`config.mk`:
```
export PLATFORM = sky130hd
export DESIGN_NAME = pcm_decimate_depth_convert
export DESIGN_NICKNAME = d
export VERILOG_FILES = /design/src/rtl/pcmdc_pkg.sv /design/src/rtl/pcmdc_fifo.sv /design/src/rtl/pcmdc_front.sv /design/src/rtl/pcmdc_back.sv /design/src/rtl/pcm_decimate_depth_convert.sv
export SDC_FILE = /design/constraint.sdc
export NUM_CORES = 1
export LEC_CHECK = 0
export BUFFER_PORTS_ARGS = -buffer_cell sky130_fd_sc_hd__buf_4
export CELL_PAD_IN_SITES_DETAIL_PLACEMENT = 1
export CELL_PAD_IN_SITES_GLOBAL_PLACEMENT = 2
export CORE_MARGIN = 2
export CORE_UTILIZATION = 38
export CTS_CLUSTER_SIZE = 24
export DETAILED_ROUTE_END_ITERATION = 8
export PLACE_DENSITY_LB_ADDON = 0.3
export SYNTH_ARGS = -nofsm -noshare
export SYNTH_HDL_FRONTEND = slang
export SYNTH_HIERARCHICAL = 1
export SYNTH_SLANG_ARGS = --single-unit
```
`constraint.sdc`:
```
create_clock -name clock -period 4.5 [get_ports clock]
set_clock_uncertainty 0.2 [all_clocks]
set_input_delay 0.675 -clock clock [delete_from_list [all_inputs] [get_ports clock]]
set_output_delay 0.675 -clock clock [all_outputs]
set_load 0.05 [all_outputs]
```
`src/rtl/pcmdc_pkg.sv`:
```
package pcmdc_pkg;

   localparam int unsigned DEF_MAX_DECIMATION  = 16;
   localparam int unsigned DEF_MAX_FRAME_BYTES = 8;

   localparam int unsigned CSR_INDEX_W = 3;
   localparam int unsigned CSR_DATA_W  = 5;

   localparam logic [CSR_INDEX_W-1:0] REG_SRC_IS_16BIT  = 3'd0;
   localparam logic [CSR_INDEX_W-1:0] REG_SRC_IS_STEREO = 3'd1;
   localparam logic [CSR_INDEX_W-1:0] REG_FRAME_BYTES   = 3'd2;
   localparam logic [CSR_INDEX_W-1:0] REG_DECIMATION    = 3'd3;
   localparam logic [CSR_INDEX_W-1:0] REG_OUT_IS_16BIT  = 3'd4;
   localparam logic [CSR_INDEX_W-1:0] REG_OUT_IS_STEREO = 3'd5;

   localparam logic [7:0] SIGN_FLIP = 8'h80;

   typedef struct packed {
      logic [7:0] data_byte;
      logic       end_of_chunk;
   } req_type;

   typedef struct packed {
      logic [7:0] out_byte;
      logic       last_of_run;
   } rsp_type;

   typedef struct packed {
      logic       src_is_16bit;
      logic       src_is_stereo;
      logic [3:0] frame_bytes;
      logic [4:0] decimation;
      logic       out_is_16bit;
      logic       out_is_stereo;
   } cfg_type;

   function automatic logic [4:0] eff_decimation(input logic [4:0] dec,
                                                 input int unsigned max_dec);
      logic [4:0] res;
      if (dec == 5'd0) begin
         res = 5'd1;
      end else if (32'(dec) > max_dec) begin
         res = 5'(max_dec);
      end else begin
         res = dec;
      end
      return res;
   endfunction

endpackage

```
`src/rtl/pcmdc_fifo.sv`:
```
module pcmdc_fifo
   import pcmdc_pkg::*;
#(
   parameter int unsigned WIDTH = 8,
   parameter int unsigned DEPTH = 2
) (
   input  logic             clock,
   input  logic             reset,
   input  logic             push,
   input  logic [WIDTH-1:0] wr_data,
   output logic             full,
   input  logic             pop,
   output logic             empty,
   output logic [WIDTH-1:0] rd_data
);

   localparam int unsigned AW = $clog2(DEPTH);
   localparam int unsigned CW = $clog2(DEPTH + 1);

   logic [WIDTH-1:0] mem_ff [DEPTH];
   logic [AW-1:0]    wr_ptr_ff, wr_ptr_in;
   logic [AW-1:0]    rd_ptr_ff, rd_ptr_in;
   logic [CW-1:0]    count_ff, count_in;
   logic             do_push, do_pop;

   assign full    = (count_ff == CW'(DEPTH));
   assign empty   = (count_ff == '0);
   assign rd_data = mem_ff[rd_ptr_ff];
   assign do_push = push && !full;
   assign do_pop  = pop && !empty;

   always_comb begin
      wr_ptr_in = wr_ptr_ff;
      rd_ptr_in = rd_ptr_ff;
      count_in  = count_ff;
      if (do_push) begin
         wr_ptr_in = (wr_ptr_ff == AW'(DEPTH - 1)) ? '0 : wr_ptr_ff + AW'(1);
      end
      if (do_pop) begin
         rd_ptr_in = (rd_ptr_ff == AW'(DEPTH - 1)) ? '0 : rd_ptr_ff + AW'(1);
      end
      if (do_push && !do_pop) begin
         count_in = count_ff + CW'(1);
      end else if (do_pop && !do_push) begin
         count_in = count_ff - CW'(1);
      end
   end

   always_ff @(posedge clock) begin
      if (reset) begin
         wr_ptr_ff <= '0;
         rd_ptr_ff <= '0;
         count_ff  <= '0;
      end else begin
         wr_ptr_ff <= wr_ptr_in;
         rd_ptr_ff <= rd_ptr_in;
         count_ff  <= count_in;
      end
   end

   always_ff @(posedge clock) begin
      if (do_push) begin
         mem_ff[wr_ptr_ff] <= wr_data;
      end
   end

`ifndef SYNTHESIS
   a_no_overflow: assert property (@(posedge clock) disable iff (reset)
      push |-> !full)
      else $error("Transaction pushed into a full queue.");
`endif

endmodule

```
`src/rtl/pcmdc_front.sv`:
```
module pcmdc_front
   import pcmdc_pkg::*;
#(
   parameter int unsigned MAX_DECIMATION  = DEF_MAX_DECIMATION,
   parameter int unsigned MAX_FRAME_BYTES = DEF_MAX_FRAME_BYTES,
   parameter int unsigned SUM_W           = 17 + $clog2(DEF_MAX_DECIMATION)
) (
   input  logic               clock,
   input  logic               reset,
   input  cfg_type            cfg,
   input  logic               accept,
   input  req_type            req_data,
   output logic               q_push,
   output logic [2*SUM_W-1:0] q_data
);

   localparam int unsigned PW = $clog2(MAX_FRAME_BYTES);

   logic [PW-1:0]    pos_ff, pos_in;
   logic [4:0]       frames_ff, frames_in;
   logic [SUM_W-1:0] lsum_ff, lsum_in;
   logic [SUM_W-1:0] rsum_ff, rsum_in;
   logic [7:0]       held_ff, held_in;

   logic [4:0]       fb_eff;
   logic [4:0]       dec_eff;
   logic [SUM_W-1:0] samp;
   logic [SUM_W-1:0] lsum_add, rsum_add;
   logic             add_l, add_r, take_low;
   logic             frame_done, group_done;
   logic [7:0]       b;

   assign b = req_data.data_byte;

   always_comb begin
      if (cfg.frame_bytes == 4'd0) begin
         fb_eff = 5'd1;
      end else if (32'(cfg.frame_bytes) > MAX_FRAME_BYTES) begin
         fb_eff = 5'(MAX_FRAME_BYTES);
      end else begin
         fb_eff = 5'(cfg.frame_bytes);
      end
   end

   assign dec_eff = eff_decimation(cfg.decimation, MAX_DECIMATION);

   always_comb begin
      add_l    = 1'b0;
      add_r    = 1'b0;
      take_low = 1'b0;
      if (cfg.src_is_16bit) begin
         samp = {{(SUM_W-16){b[7]}}, b, held_ff};
         if (pos_ff == PW'(0) || (pos_ff == PW'(2) && cfg.src_is_stereo)) begin
            take_low = 1'b1;
         end else if (pos_ff == PW'(1)) begin
            add_l = 1'b1;
            add_r = !cfg.src_is_stereo;
         end else if (pos_ff == PW'(3) && cfg.src_is_stereo) begin
            add_r = 1'b1;
         end
      end else begin
         samp = {{(SUM_W-8){1'b0}}, b};
         if (pos_ff == PW'(0)) begin
            add_l = 1'b1;
            add_r = !cfg.src_is_stereo;
         end else if (pos_ff == PW'(1) && cfg.src_is_stereo) begin
            add_r = 1'b1;
         end
      end
   end

   assign lsum_add   = add_l ? lsum_ff + samp : lsum_ff;
   assign rsum_add   = add_r ? rsum_ff + samp : rsum_ff;
   assign frame_done = (6'(pos_ff) + 6'd1) >= 6'(fb_eff);
   assign group_done = (6'(frames_ff) + 6'd1) >= 6'(dec_eff);

   assign q_push = accept && frame_done && group_done;
   assign q_data = {lsum_add, rsum_add};

   always_comb begin
      pos_in    = pos_ff;
      frames_in = frames_ff;
      lsum_in   = lsum_ff;
      rsum_in   = rsum_ff;
      held_in   = held_ff;
      if (accept) begin
         held_in = take_low ? b : held_ff;
         lsum_in = lsum_add;
         rsum_in = rsum_add;
         if (frame_done) begin
            pos_in = '0;
            if (group_done) begin
               frames_in = '0;
               lsum_in   = '0;
               rsum_in   = '0;
            end else begin
               frames_in = frames_ff + 5'd1;
            end
         end else begin
            pos_in = pos_ff + PW'(1);
         end
         if (req_data.end_of_chunk) begin
            pos_in    = '0;
            frames_in = '0;
            lsum_in   = '0;
            rsum_in   = '0;
            held_in   = '0;
         end
      end
   end

   always_ff @(posedge clock) begin
      if (reset) begin
         pos_ff    <= '0;
         frames_ff <= '0;
         lsum_ff   <= '0;
         rsum_ff   <= '0;
         held_ff   <= '0;
      end else begin
         pos_ff    <= pos_in;
         frames_ff <= frames_in;
         lsum_ff   <= lsum_in;
         rsum_ff   <= rsum_in;
         held_ff   <= held_in;
      end
   end

endmodule

```
`src/rtl/pcmdc_back.sv`:
```
module pcmdc_back
   import pcmdc_pkg::*;
#(
   parameter int unsigned MAX_DECIMATION = DEF_MAX_DECIMATION,
   parameter int unsigned SUM_W          = 17 + $clog2(DEF_MAX_DECIMATION)
) (
   input  logic               clock,
   input  logic               reset,
   input  cfg_type            cfg,
   input  logic               q_empty,
   input  logic [2*SUM_W-1:0] q_data,
   output logic               q_pop,
   input  logic               out_full,
   output logic               out_push,
   output rsp_type            out_data
);

   localparam int unsigned NW = $clog2(SUM_W);

   localparam logic [1:0] ST_IDLE = 2'd0;
   localparam logic [1:0] ST_DIV  = 2'd1;
   localparam logic [1:0] ST_EMIT = 2'd2;

   logic [1:0]       state_ff, state_in;
   logic [NW-1:0]    cnt_ff, cnt_in;
   logic [1:0]       idx_ff, idx_in;
   logic [SUM_W-1:0] lmag_ff, lmag_in, rmag_ff, rmag_in;
   logic [4:0]       lrem_ff, lrem_in, rrem_ff, rrem_in;
   logic             lneg_ff, lneg_in, rneg_ff, rneg_in;

   logic [SUM_W-1:0] lsum, rsum;
   logic [4:0]       dec_eff;
   logic [5:0]       lshift, rshift;
   logic             lfit, rfit;
   logic [15:0]      lavg, ravg, lconv, rconv, sel;
   logic [1:0]       last_idx;
   logic             chan, hi, is_last;

   function automatic logic [15:0] convert(input logic [15:0] avg,
                                           input logic src16, input logic out16);
      logic [15:0] res;
      if (src16 == out16) begin
         res = avg;
      end else if (out16) begin
         res = {avg[7:0] ^ SIGN_FLIP, 8'h00};
      end else begin
         res = {8'h00, avg[15:8] ^ SIGN_FLIP};
      end
      return res;
   endfunction

   assign lsum    = q_data[2*SUM_W-1:SUM_W];
   assign rsum    = q_data[SUM_W-1:0];
   assign dec_eff = eff_decimation(cfg.decimation, MAX_DECIMATION);

   assign lshift = {lrem_ff, lmag_ff[SUM_W-1]};
   assign rshift = {rrem_ff, rmag_ff[SUM_W-1]};
   assign lfit   = lshift >= {1'b0, dec_eff};
   assign rfit   = rshift >= {1'b0, dec_eff};

   assign lavg  = lneg_ff ? 16'(-lmag_ff) : lmag_ff[15:0];
   assign ravg  = rneg_ff ? 16'(-rmag_ff) : rmag_ff[15:0];
   assign lconv = convert(lavg, cfg.src_is_16bit, cfg.out_is_16bit);
   assign rconv = convert(ravg, cfg.src_is_16bit, cfg.out_is_16bit);

   assign last_idx = {cfg.out_is_16bit & cfg.out_is_stereo,
                      cfg.out_is_16bit | cfg.out_is_stereo};
   assign chan     = cfg.out_is_16bit ? idx_ff[1] : idx_ff[0];
   assign hi       = cfg.out_is_16bit & idx_ff[0];
   assign sel      = chan ? rconv : lconv;
   assign is_last  = (idx_ff == last_idx);

   assign q_pop                = (state_ff == ST_IDLE) && !q_empty;
   assign out_push             = (state_ff == ST_EMIT) && !out_full;
   assign out_data.out_byte    = hi ? sel[15:8] : sel[7:0];
   assign out_data.last_of_run = is_last;

   always_comb begin
      state_in = state_ff;
      cnt_in   = cnt_ff;
      idx_in   = idx_ff;
      lmag_in  = lmag_ff;
      rmag_in  = rmag_ff;
      lrem_in  = lrem_ff;
      rrem_in  = rrem_ff;
      lneg_in  = lneg_ff;
      rneg_in  = rneg_ff;
      unique case (state_ff)
         ST_IDLE: begin
            if (!q_empty) begin
               lneg_in  = lsum[SUM_W-1];
               rneg_in  = rsum[SUM_W-1];
               lmag_in  = lsum[SUM_W-1] ? -lsum : lsum;
               rmag_in  = rsum[SUM_W-1] ? -rsum : rsum;
               lrem_in  = '0;
               rrem_in  = '0;
               cnt_in   = '0;
               state_in = ST_DIV;
            end
         end
         ST_DIV: begin
            lrem_in = lfit ? 5'(lshift - {1'b0, dec_eff}) : lshift[4:0];
            rrem_in = rfit ? 5'(rshift - {1'b0, dec_eff}) : rshift[4:0];
            lmag_in = {lmag_ff[SUM_W-2:0], lfit};
            rmag_in = {rmag_ff[SUM_W-2:0], rfit};
            cnt_in  = cnt_ff + NW'(1);
            if (cnt_ff == NW'(SUM_W - 1)) begin
               idx_in   = '0;
               state_in = ST_EMIT;
            end
         end
         ST_EMIT: begin
            if (!out_full) begin
               idx_in = idx_ff + 2'd1;
               if (is_last) begin
                  state_in = ST_IDLE;
               end
            end
         end
         default: begin
            state_in = ST_IDLE;
         end
      endcase
   end

   always_ff @(posedge clock) begin
      if (reset) begin
         state_ff <= ST_IDLE;
         cnt_ff   <= '0;
         idx_ff   <= '0;
      end else begin
         state_ff <= state_in;
         cnt_ff   <= cnt_in;
         idx_ff   <= idx_in;
      end
   end

   always_ff @(posedge clock) begin
      lmag_ff <= lmag_in;
      rmag_ff <= rmag_in;
      lrem_ff <= lrem_in;
      rrem_ff <= rrem_in;
      lneg_ff <= lneg_in;
      rneg_ff <= rneg_in;
   end

`ifndef SYNTHESIS
   a_pop_only_idle: assert property (@(posedge clock) disable iff (reset)
      q_pop |=> state_ff == ST_DIV)
      else $error("Group taken from the queue without starting a division.");
   a_last_ends_frame: assert property (@(posedge clock) disable iff (reset)
      (out_push && out_data.last_of_run) |=> state_ff == ST_IDLE)
      else $error("Frame did not end after its final byte.");
   a_div_length: assert property (@(posedge clock) disable iff (reset)
      (state_ff == ST_DIV && $past(state_ff) == ST_IDLE) |-> cnt_ff == '0)
      else $error("Division started with a stale step count.");
   a_emit_bounded: assert property (@(posedge clock) disable iff (reset)
      state_ff == ST_EMIT |-> idx_ff <= last_idx)
      else $error("Byte index ran past the end of the output frame.");
`endif

endmodule

```
`src/rtl/pcm_decimate_depth_convert.sv`:
```
// PCM decimator and bit-depth converter. Data-chunk bytes enter one per transaction and are
// accepted one per cycle while req_full is low; req_full rises only while the two-entry group
// queue is full. Each completed group of frames is divided by the decimation count in an
// iterative divider that handles both channels together and yields one quotient bit per step
// over every bit of the running sum (21 bits wide at the default maximum decimation of 16),
// after which the output bytes of that frame are written one per cycle, while the four-entry
// result queue has room. The back end takes a new group only after the last byte of the
// previous frame (one to four bytes) is written. Configuration registers are written through
// csr_wen, csr_index and csr_wdata and must only change while no transaction is in flight.
module pcm_decimate_depth_convert
   import pcmdc_pkg::*;
#(
   parameter int unsigned MAX_DECIMATION  = DEF_MAX_DECIMATION,
   parameter int unsigned MAX_FRAME_BYTES = DEF_MAX_FRAME_BYTES
) (
   input  logic                   clock,
   input  logic                   reset,
   input  logic                   req_push,
   output logic                   req_full,
   input  req_type                req_data,
   output logic                   rsp_empty,
   input  logic                   rsp_pop,
   output rsp_type                rsp_data,
   input  logic                   csr_wen,
   input  logic [CSR_INDEX_W-1:0] csr_index,
   input  logic [CSR_DATA_W-1:0]  csr_wdata
);

   localparam int unsigned SUM_W = 17 + $clog2(MAX_DECIMATION);
   localparam int unsigned RSP_W = $bits(rsp_type);

   cfg_type            cfg_ff, cfg_in;
   logic               accept;
   logic               q_push, q_pop, q_full, q_empty;
   logic [2*SUM_W-1:0] q_wdata, q_rdata;
   logic               out_push, out_full;
   rsp_type            out_data;
   logic [RSP_W-1:0]   rsp_bits;

   always_comb begin
      cfg_in = cfg_ff;
      if (csr_wen) begin
         unique case (csr_index)
            REG_SRC_IS_16BIT:  cfg_in.src_is_16bit  = csr_wdata[0];
            REG_SRC_IS_STEREO: cfg_in.src_is_stereo = csr_wdata[0];
            REG_FRAME_BYTES:   cfg_in.frame_bytes   = csr_wdata[3:0];
            REG_DECIMATION:    cfg_in.decimation    = csr_wdata[4:0];
            REG_OUT_IS_16BIT:  cfg_in.out_is_16bit  = csr_wdata[0];
            REG_OUT_IS_STEREO: cfg_in.out_is_stereo = csr_wdata[0];
            default: begin
               cfg_in = cfg_ff;
            end
         endcase
      end
   end

   always_ff @(posedge clock) begin
      if (reset) begin
         cfg_ff.src_is_16bit  <= 1'b1;
         cfg_ff.src_is_stereo <= 1'b1;
         cfg_ff.frame_bytes   <= 4'd4;
         cfg_ff.decimation    <= 5'd1;
         cfg_ff.out_is_16bit  <= 1'b1;
         cfg_ff.out_is_stereo <= 1'b1;
      end else begin
         cfg_ff <= cfg_in;
      end
   end

   assign req_full = q_full;
   assign accept   = req_push && !q_full;

   pcmdc_front #(
      .MAX_DECIMATION  (MAX_DECIMATION),
      .MAX_FRAME_BYTES (MAX_FRAME_BYTES),
      .SUM_W           (SUM_W)
   ) u_front (
      .clock    (clock),
      .reset    (reset),
      .cfg      (cfg_ff),
      .accept   (accept),
      .req_data (req_data),
      .q_push   (q_push),
      .q_data   (q_wdata)
   );

   pcmdc_fifo #(
      .WIDTH (2*SUM_W),
      .DEPTH (2)
   ) u_group_q (
      .clock   (clock),
      .reset   (reset),
      .push    (q_push),
      .wr_data (q_wdata),
      .full    (q_full),
      .pop     (q_pop),
      .empty   (q_empty),
      .rd_data (q_rdata)
   );

   pcmdc_back #(
      .MAX_DECIMATION (MAX_DECIMATION),
      .SUM_W          (SUM_W)
   ) u_back (
      .clock    (clock),
      .reset    (reset),
      .cfg      (cfg_ff),
      .q_empty  (q_empty),
      .q_data   (q_rdata),
      .q_pop    (q_pop),
      .out_full (out_full),
      .out_push (out_push),
      .out_data (out_data)
   );

   pcmdc_fifo #(
      .WIDTH (RSP_W),
      .DEPTH (4)
   ) u_rsp_q (
      .clock   (clock),
      .reset   (reset),
      .push    (out_push),
      .wr_data (out_data),
      .full    (out_full),
      .pop     (rsp_pop),
      .empty   (rsp_empty),
      .rd_data (rsp_bits)
   );

   assign rsp_data = rsp_type'(rsp_bits);

endmodule
```
After elaboration in Yosys (flattened, before gate mapping)
Memories as Yosys holds them, arrays and structs flattened. A register that Yosys moved wholly into a read port is not among the register bits.
Index checks and enable logic that the tools add are counted.
- flip-flop bits (word level): 145
- bits of input ports: 22
- memories kept: 2
- logic and storage cells: 213
- output and inout port bits: 11
- memory bits (writable): 120
- memories (name ; depth ; bits a word ; rd ports ; clocked after memory_dff ; write ports ; RTL line ; text):
    u_group_q.mem_ff ; 2 ; 42 ; 1 ; 1 ; 1 ; pcmdc_fifo.sv:20 ; logic [WIDTH-1:0] mem_ff [DEPTH];
    u_rsp_q.mem_ff ; 4 ; 9 ; 1 ; 1 ; 1 ; pcmdc_fifo.sv:20 ;
- $lt $le $gt $ge: 6
- eq/ne operators: 21
- add/subtract/negate cells: 22
- reduce and logical (&&, ||, !) cells: 51
- muxes and demuxes: 77
- bitwise logic cells: 8
- operators by type and width (operator ; count):
    $mux W21 ; 13
    $mux W16 ; 7
    $pmux W21 S2 ; 2
    $mux W5 ; 9
    $add A21 B21 Y21 ; 2
    $neg A21 Y21 ; 2
    $neg A16 Y16 ; 2
    $pmux W5 S2 ; 3
    $ge A6 B5 Y1 ; 4
    $mux W2 ; 12
    $mux W8 ; 3
    $mux W1 ; 21
    $reduce_and A2 Y1 ; 10
    $logic_and A1 B1 Y1 ; 16
    $eq A3 B2 Y1 const B ; 4
    $mux W3 ; 4
    $reduce_bool A2 Y1 ; 6
    $add A5 B1 Y5 const B ; 2
    $sub A5 B5 Y5 ; 2
    $eq A3 B3 Y1 const B ; 3
    $logic_not A1 Y1 ; 9
    $logic_not A3 Y1 ; 3
    $add A2 B1 Y2 const B ; 4
    $eq A2 B2 Y1 const B ; 4
    27 further kinds ; 38

Logic depth before layout (Yosys ltp)
Gate-level depths: netlist (run 1).
- depth in word-level cells: 11
- mapped depth: 17
- mapped depth without buffers: 15

Hierarchy
The synthesis (run 1) kept the hierarchy.
- modules (own cells, without submodules) (module ; instances ; area an instance (µm²) ; cells an instance ; sequential area each (µm²)):
    pcmdc_front ; 1 ; 5898.2 ; 780 ; 1161.1
    pcmdc_back ; 1 ; 4850.9 ; 558 ; 1801.7
    pcmdc_fifo at u_group_q ; 1 ; 3238.1 ; 156 ; 2622.5
    pcmdc_fifo at u_rsp_q ; 1 ; 1811.7 ; 97 ; 1261.2
    pcm_decimate_depth_convert ; 1 ; 598.1 ; 57 ; 260.2

Worst setup path after synthesis (run 1)
OpenSTA, ideal clock, no wires.
- path type: register -> register
- start: register cfg_ff[12] (netlist bit)
- end: memory u_group_q/mem_ff[0][17] (netlist bit) (data pin)
- setup slack: -117 ps
- clock period less this slack: 4617 ps
- arrival time: 4155 ps
- path buffers: 5
- required time: 4038 ps
- stages on the path, launching flop included: 17
- setup time: 262 ps
- cells stage by stage: dfxtp_1 -> buf_2 -> buf_2 -> buf_2 -> clkbuf_1 -> buf_1 -> mux2i_1 -> inv_1 -> ha_1 -> a211oi_1 -> o211ai_1 -> a31oi_1 -> maj3_1 -> or4_1 -> o211ai_1 -> xor2_1 -> mux2_2
- cells in the longest elaborated chain, start to end: 3
- elaborated cells on any way between the ends: 4
- classes of those cells: 1 x add/sub; 3 x mux
- ends and longest elaborated chain (item ; RTL line ; text):
    from (decl) ; pcm_decimate_depth_convert.sv:32 ; cfg_type cfg_ff, cfg_in;
    from (signal assigned) ; pcm_decimate_depth_convert.sv:66 ; cfg_ff <= cfg_in;
    $mux W21 ; pcmdc_front.sv:51 ; if (cfg.src_is_16bit) begin
    $add A21 B21 Y21 ; pcmdc_front.sv:73 ; assign rsum_add = add_r ? rsum_ff + samp : rsum_ff;
    $mux W21 * ; pcmdc_front.sv:73 ;
    named net q_wdata[17] ; pcm_decimate_depth_convert.sv:35 ; logic [2*SUM_W-1:0] q_wdata, q_rdata;
    to (decl) ; pcmdc_fifo.sv:20 ;
Mark *: on every way through the listed nets, which the timed path passes. The rest lies on a longest branch.

Worst setup path in the final report (run 1)
- start: register cfg_ff[12] (netlist bit)
- end: memory u_group_q/mem_ff[0][11] (netlist bit) (data pin)
The elaborated chain is that of the path after synthesis.

==> run metrics, run 1 <==
CTS tree=built; Max Slew Vio Count=0; Final WS setup=414 ps; first-pass GRT wire length=69,500 µm; Initial Util=38.3%; setup TNS=0 ps; hold crit path type=input pin to flop; fmax=0.245 GHz; Iter 0 DRT Violations=491; delay-heaviest family, CP=compound AO/OA/AOI/OAI gates; Place WS=291 ps; Final HPWL DP=31,700 µm; CP max FO=10; per-cell routed wire length=19.3 µm; GPL Wtd Cong=0.836; clk sinks=268; RR Startpoint=cfg_ff[12]$_SDFFE_PP1P_; CP cell instances=mux2i_1 > inv_1 > ha_1 > a211oi_1 > o211ai_1 > a31oi_1 > maj3_1 > o21ai_1 > nor4_1 > nor2_1 > xnor2_1; outcome=finished clean; final hold slack=205 ps; cell total after placement=2,163; WP data arrival=4150 ps; Crit Reg-Reg Endpoint=u_group_q/mem_ff[0][11]$_DFFE_PP_; via count=12,305; Clock Power Share=41.4%; hold path start=req_data[8]; min Tclk post-route=4090 ps; H-tree levels=2; CP Capture Type=flop; row cnt=76; Seq pwr share=44.4%; number of synthesized register bits=268; Syn Area/Cell=9.95 µm²; register area=7110 µm²; Die Wd=212 µm; Max-slew headroom=26.8%; placed cell areas=17,100 µm²; number of setup buffers added after CTS=0; worst r2r path cells=11; worst-margin pin slew=1100 ps; Hold Buf Count CTS=0; Mapped Cells=1,648; PostCTS Resize Cnt=0; ANT nets after route=0; worst hold endpoint=u_front/held_ff[7]$_SDFFE_PP0P_; Synthesis Warnings=6; delay of the slowest cell on the worst path=560 ps; total congestion overflow=0; fin cells=2,224; Die H=212 µm; top-area cell type share of the netlist area=31.9%; total track usage=19.6%; Synth area leader=edfxtp_1; commonest cells after routing, fill and taps aside=edfxtp_1 (174), nand2_1 (159), nor2_1 (134); synthesized area=16,400 µm²; Ant. Diodes=0; WP data required=4560 ps; fillers=4,825; Sw Share=27.4%; Worst VDD drop=230 µV; vias in the first global route=12,852; Int Pwr=4650 µW; CP bufs+invs=1; largest net degree at the start of global routing=79; top cells by area, synth=edfxtp_1 (32%), dfxtp_1 (11%), ha_1 (5.2%); post-synth cell types=100; RSZ-0062 raised after global routing=no; sequential share of the synthesized area=43.3%; Die ar.=44,800 µm²; fin crit share=90.8%; slowest cell on the critical path=mux2i_1; Clk Latency, worst-skew pair=540 ps; Post-synth EDFFs=174; maxcap violations=0; Vias/cell=5.53; most common cell after layout, fill and taps aside=edfxtp_1; initial antenna violation count=0; leakage power=0.00665 µW; worst reg-to-reg setup slack=410 ps; TritonCTS Buffers=34; layout cells sized above 1=13.7%; worst hold path cell count=3; Ports=33; final hold violations=0; Post-Route WL=43,000 µm; fin area=18,200 µm²; CTS clk-pin slew, worst paths=60 ps; Area growth, synth to finish=11.1%; startpoint types=flop; kind of critical path=flop to flop; PwrDens=352 nW/µm²; I/O Buffers=32; First-pass DRT Iterations=5; Synth Flop Type=edfxtp_1; Multi-input gate area=8710 µm²; Root Driver=clkbuf_16; DRC Markers=0; core area=42,800 µm²; Final setup violation count=0; combinational share of power=14.3%; net switching power=1760 µW; Max clock buf depth=3; Async SR Flop Fraction=0%; Mapped Nets=1,743; fin nets=1,748
[registers in the layout, indices dropped and copies added (netlist names), 2 cells and up, named ones only]
name,flops
u_front/frames_ff,5
u_rsp_q/count_ff,3
u_back/idx_ff,2
u_back/rmag_ff,21
u_back/lrem_ff,5
cfg_ff,13
u_rsp_q/mem_ff,36
u_front/pos_ff,3
u_back/rrem_ff,5
u_rsp_q/rd_ptr_ff,2
u_group_q/mem_ff,84
u_front/lsum_ff,21
u_front/held_ff,8
u_back/cnt_ff,5
u_back/state_ff,2
u_rsp_q/wr_ptr_ff,2
u_back/lmag_ff,21
u_group_q/count_ff,2
u_front/rsum_ff,21
[power groups by stage]
| stage | clock network, µW | logic, µW | registers, µW |
|---|---|---|---|
| floorplan | 0 | 720 | 2830 |
| global placement | 0 | 900 | 2890 |
| detailed placement | 0 | 918 | 2900 |
| CTS | 2730 | 922 | 2840 |
| global route | 2820 | 1000 | 2860 |
| finish | 2650 | 913 | 2840 |
[kinds of logic (layout without fill, tap and decap cells)]
group / after synthesis / after routing / share of synthesized area (%)
AOI/OAI and AO/OA: 408 / 408 / 16.7
xor gates and xnor gates: 130 / 130 / 6.94
adders and majority gates: 77 / 77 / 6.05
buffers and inverters: 135 / 165 / 3.61
DFF: 268 / 268 / 43.3
muxes: 100 / 100 / 7.29
and+or+nand+nor: 530 / 530 / 16.1
[tightest hold or removal path: cells and delay by family]
family	cells	cell delay [ps]
buffers and inverters	1	90
AND/OR/NAND/NOR	1	80
AO/OA/AOI/OAI	1	70
[how the worst max path moves through the flow]
stage	start	end	slack (ps)	cells after the start
global route	cfg_ff[12]$_SDFFE_PP1P_	u_group_q/mem_ff[0][11]$_DFFE_PP_	70	11
finish	cfg_ff[12]$_SDFFE_PP1P_	u_group_q/mem_ff[0][11]$_DFFE_PP_	410	11
detailed placement	req_data[2]	u_group_q/mem_ff[1][17]$_DFFE_PP_	290	12
global placement	req_data[2]	u_group_q/mem_ff[1][17]$_DFFE_PP_	300	12
CTS	cfg_ff[12]$_SDFFE_PP1P_	u_group_q/mem_ff[0][17]$_DFFE_PP_	460	11
floorplan	cfg_ff[12]$_SDFFE_PP1P_	u_group_q/mem_ff[0][17]$_DFFE_PP_	10	16
[cell usage after synthesis (all sizes together) (28+ instances only)]
library cell / count
nand2: 159
edfxtp: 174
nand3: 36
mux2: 63
inv: 48
nor2: 136
xnor2: 52
mux2i: 28
a21oi: 83
xor2: 78
dfxtp: 94
ha: 68
clkbuf: 51
o21ai: 131
nor2b: 29
buf: 34
nand2b: 38
[layer usage]
layer | up-vias | wire (µm) | global-route usage, %
li1 | 6087 | - | -
met1 | 6043 | 20700 | 25.9
met2 | 120 | 20300 | 33.5
met3 | 55 | 1080 | 2.83
met4 | 0 | 922 | 5.25
met5 | - | 0 | 0
[through the flow]
step	util [%]	power (µW)
2_1_floorplan	-	3550
3_5_place_dp	40.0	3810
3_3_place_gp	40.0	3790
5_1_grt	42.6	6680
6_report	42.6	6400
4_1_cts	42.6	6500
[layout make-up]
type | instances | area share [%]
inverters | 50 | 1.17
repair buffers | 54 | 2.23
flip-flops and latches | 268 | 39.0
well taps | 546 | 3.75
clock buffers | 41 | 5.04
multi-input cells | 1245 | 47.8
clock inverters | 20 | 0.934
No activity file was read; power rests on OpenSTA's default activity.
==> inputs of run 2 (changes only) <==
--- a/config.mk
+++ b/config.mk
@@ -8,6 +8,7 @@
 export BUFFER_PORTS_ARGS = -buffer_cell sky130_fd_sc_hd__buf_4
 export CELL_PAD_IN_SITES_DETAIL_PLACEMENT = 1
 export CELL_PAD_IN_SITES_GLOBAL_PLACEMENT = 2
+export CORE_ASPECT_RATIO = 2
 export CORE_MARGIN = 2
 export CORE_UTILIZATION = 38
 export CTS_CLUSTER_SIZE = 24
==> run metrics, run 2 (synthesis results as in run 1) <==
final hold violations=0 (unchanged); fmax=0.258 GHz (was 0.245 GHz); CP cell instances=mux2i_1 > inv_1 > ha_1 > a211oi_1 > o211ai_1 > a31oi_1 > maj3_1 > or4_1 > o211ai_1 > xor2_1 > mux2_2 (was mux2i_1 > inv_1 > ha_1 > a211oi_1 > o211ai_1 > a31oi_1 > maj3_1 > o21ai_1 > nor4_1 > nor2_1 > xnor2_1); Area growth, synth to finish=10.5% (was 11.1%); M3 GR Usage=1.67% (was 2.83%); core area=42,600 µm² (was 42,800 µm²); GRT met2 Usage=42.3% (was 33.5%); outcome=finished clean (unchanged); worst-margin pin slew=927 ps (was 1100 ps); ANT nets after route=0 (unchanged); hold crit path type=input pin to flop (unchanged); setup TNS=0 ps (unchanged); H-tree levels=1 (was 2); layout cells sized above 1=13.6% (was 13.7%); fin crit share=86.2% (was 90.8%); CTS tree=built (unchanged); CP bufs+invs=1 (unchanged); TritonCTS Buffers=27 (was 34); final hold slack=186 ps (was 205 ps); largest net degree at the start of global routing=65 (was 79); Post-Route WL=45,400 µm (was 43,000 µm); Initial Util=38.5% (was 38.3%); most common cell after layout, fill and taps aside=edfxtp_1 (unchanged); delay of the slowest cell on the worst path=580 ps (was 560 ps); WP data arrival=3970 ps (was 4150 ps); GR peak layer=met2 (unchanged); kind of critical path=flop to flop (unchanged); Final HPWL DP=35,500 µm (was 31,700 µm); slowest cell on the critical path=or4_1 (was mux2i_1); leakage power=0.00662 µW (was 0.00665 µW); vias in the first global route=13,194 (was 12,852); Die ar.=44,900 µm² (was 44,800 µm²); Hold Buf Count CTS=0 (unchanged); via count=12,391 (was 12,305); Clk Latency, worst-skew pair=560 ps (was 540 ps); first-pass GRT wire length=72,200 µm (was 69,500 µm); First-pass DRT Iterations=4 (was 5); Die H=298 µm (was 212 µm); Max-slew headroom=37.8% (was 26.8%); CP Capture Type=flop (unchanged); RSZ-0062 raised after global routing=no (unchanged); Most Frequent Cell on Critical Path=o211ai_1; PwrDens=334 nW/µm² (was 352 nW/µm²); commonest cells after routing, fill and taps aside=edfxtp_1 (174), nand2_1 (159), nor2_1 (134) (unchanged); initial antenna violation count=0 (unchanged); delay-heaviest family, CP=adder cells (was compound AO/OA/AOI/OAI gates); WP data required=4590 ps (was 4560 ps); row cnt=107 (was 76); Die Wd=151 µm (was 212 µm); maxcap violations=0 (unchanged); worst reg-to-reg setup slack=620 ps (was 410 ps); fillers=4,762 (was 4,825); PostCTS Resize Cnt=0 (unchanged); min Tclk post-route=3880 ps (was 4090 ps); Iter 0 DRT Violations=453 (was 491); max reg flops=84 (unchanged); Top Registers=u_group_q/mem_ff x84, u_rsp_q/mem_ff x36 (unchanged); GR Util met1=19.6% (was 25.9%); Top reg by flops=u_group_q/mem_ff (unchanged); per-cell routed wire length=20.4 µm (was 19.3 µm); number of setup buffers added after CTS=0 (unchanged); fin nets=1,751 (was 1,748); CTS clk-pin slew, worst paths=70 ps (was 60 ps); Root Driver=clkbuf_16 (unchanged); Vias/cell=5.57 (was 5.53); CP max FO=13 (was 10); total track usage=20.4% (was 19.6%); startpoint types=flop (unchanged); clk sinks=268 (unchanged); Worst VDD drop=262 µV (was 230 µV); Final setup violation count=0 (unchanged); Max Slew Vio Count=0 (unchanged); total congestion overflow=0 (unchanged); GPL Wtd Cong=0.911 (was 0.836); DRC Markers=0 (unchanged); Max clock buf depth=3 (unchanged); Ports=33 (unchanged); I/O Buffers=32 (unchanged)
[run 2: cell types whose count changed in the layout (fill, tap and decap cells not counted), moves of 2 or more]
| cell | change |
|---|---|
| clkinv_2 | -7 |
| inv_6 | +5 |
| clkinv_1 | +2 |
| buf_4 | +9 |
| clkbuf_16 | -6 |
| clkinvlp_4 | -5 |
[run 2: cell type report]
cell class	instances	area, µm²	area share (%)
Inverter	50	214	1.18
Sequential cell	268	7110	39.2
Clock inverter	15	128	0.705
Multi-Input combinational cell	1245	8720	48.1
Tap cell	545	682	3.76
Clock buffer	35	768	4.24
Antenna cell	1	2.50	0.0138
Timing Repair Buffer	64	493	2.72
[run 2: routing by layer]
metal	part of all wire, %	wire length, µm
met1	35	15900
met2	59	26700
met3	1.9	867
met4	4.2	1900
met5	0	0
[run 2: worst reg2reg max path: stages, from the launching register on]
cell	delay, ps
dfxtp_2	490
mux2i_1	390
inv_1	120
ha_1	310
a211oi_1	90
o211ai_1	240
a31oi_1	140
maj3_1	540
or4_1	580
o211ai_1	130
xor2_1	110
mux2_2	280
[run 2: path summary, 6_finish.rpt]
| check | startpoint | end | cells after the start |
|---|---|---|---|
| hold / removal | req_data[6] | u_front/held_ff[5]$_SDFFE_PP0P_ | 3 |
| setup reg to reg | cfg_ff[12]$_SDFFE_PP1P_ | u_group_q/mem_ff[1][17]$_DFFE_PP_ | 11 |
| hold reg to reg | cfg_ff[7]$_SDFFE_PP0P_ | cfg_ff[7]$_SDFFE_PP0P_ | 2 |
| setup / recovery | cfg_ff[12]$_SDFFE_PP1P_ | u_group_q/mem_ff[1][17]$_DFFE_PP_ | 11 |
[run 2: stage by stage]
step | setup WS [ps] | total power [µW] | std cells | utilization (%) | instance area [µm²]
floorplan | 9.96 | 3550 | 1648 | - | 16400
global placement | 425 | 3810 | 2172 | 40.4 | 17200
detailed placement | 429 | 3840 | 2172 | 40.4 | 17200
CTS | 599 | 6130 | 2222 | 42.5 | 18100
global route | 403 | 6290 | 2222 | 42.5 | 18100
finish | 623 | 6040 | 2223 | 42.5 | 18100
[run 2: where the power goes]
group / switching [µW] / total (µW) / internal, µW
clock network: 994 / 2270 / 1280
logic: 583 / 932 / 349
registers: 114 / 2840 / 2720
total: 1690 / 6040 / 4350
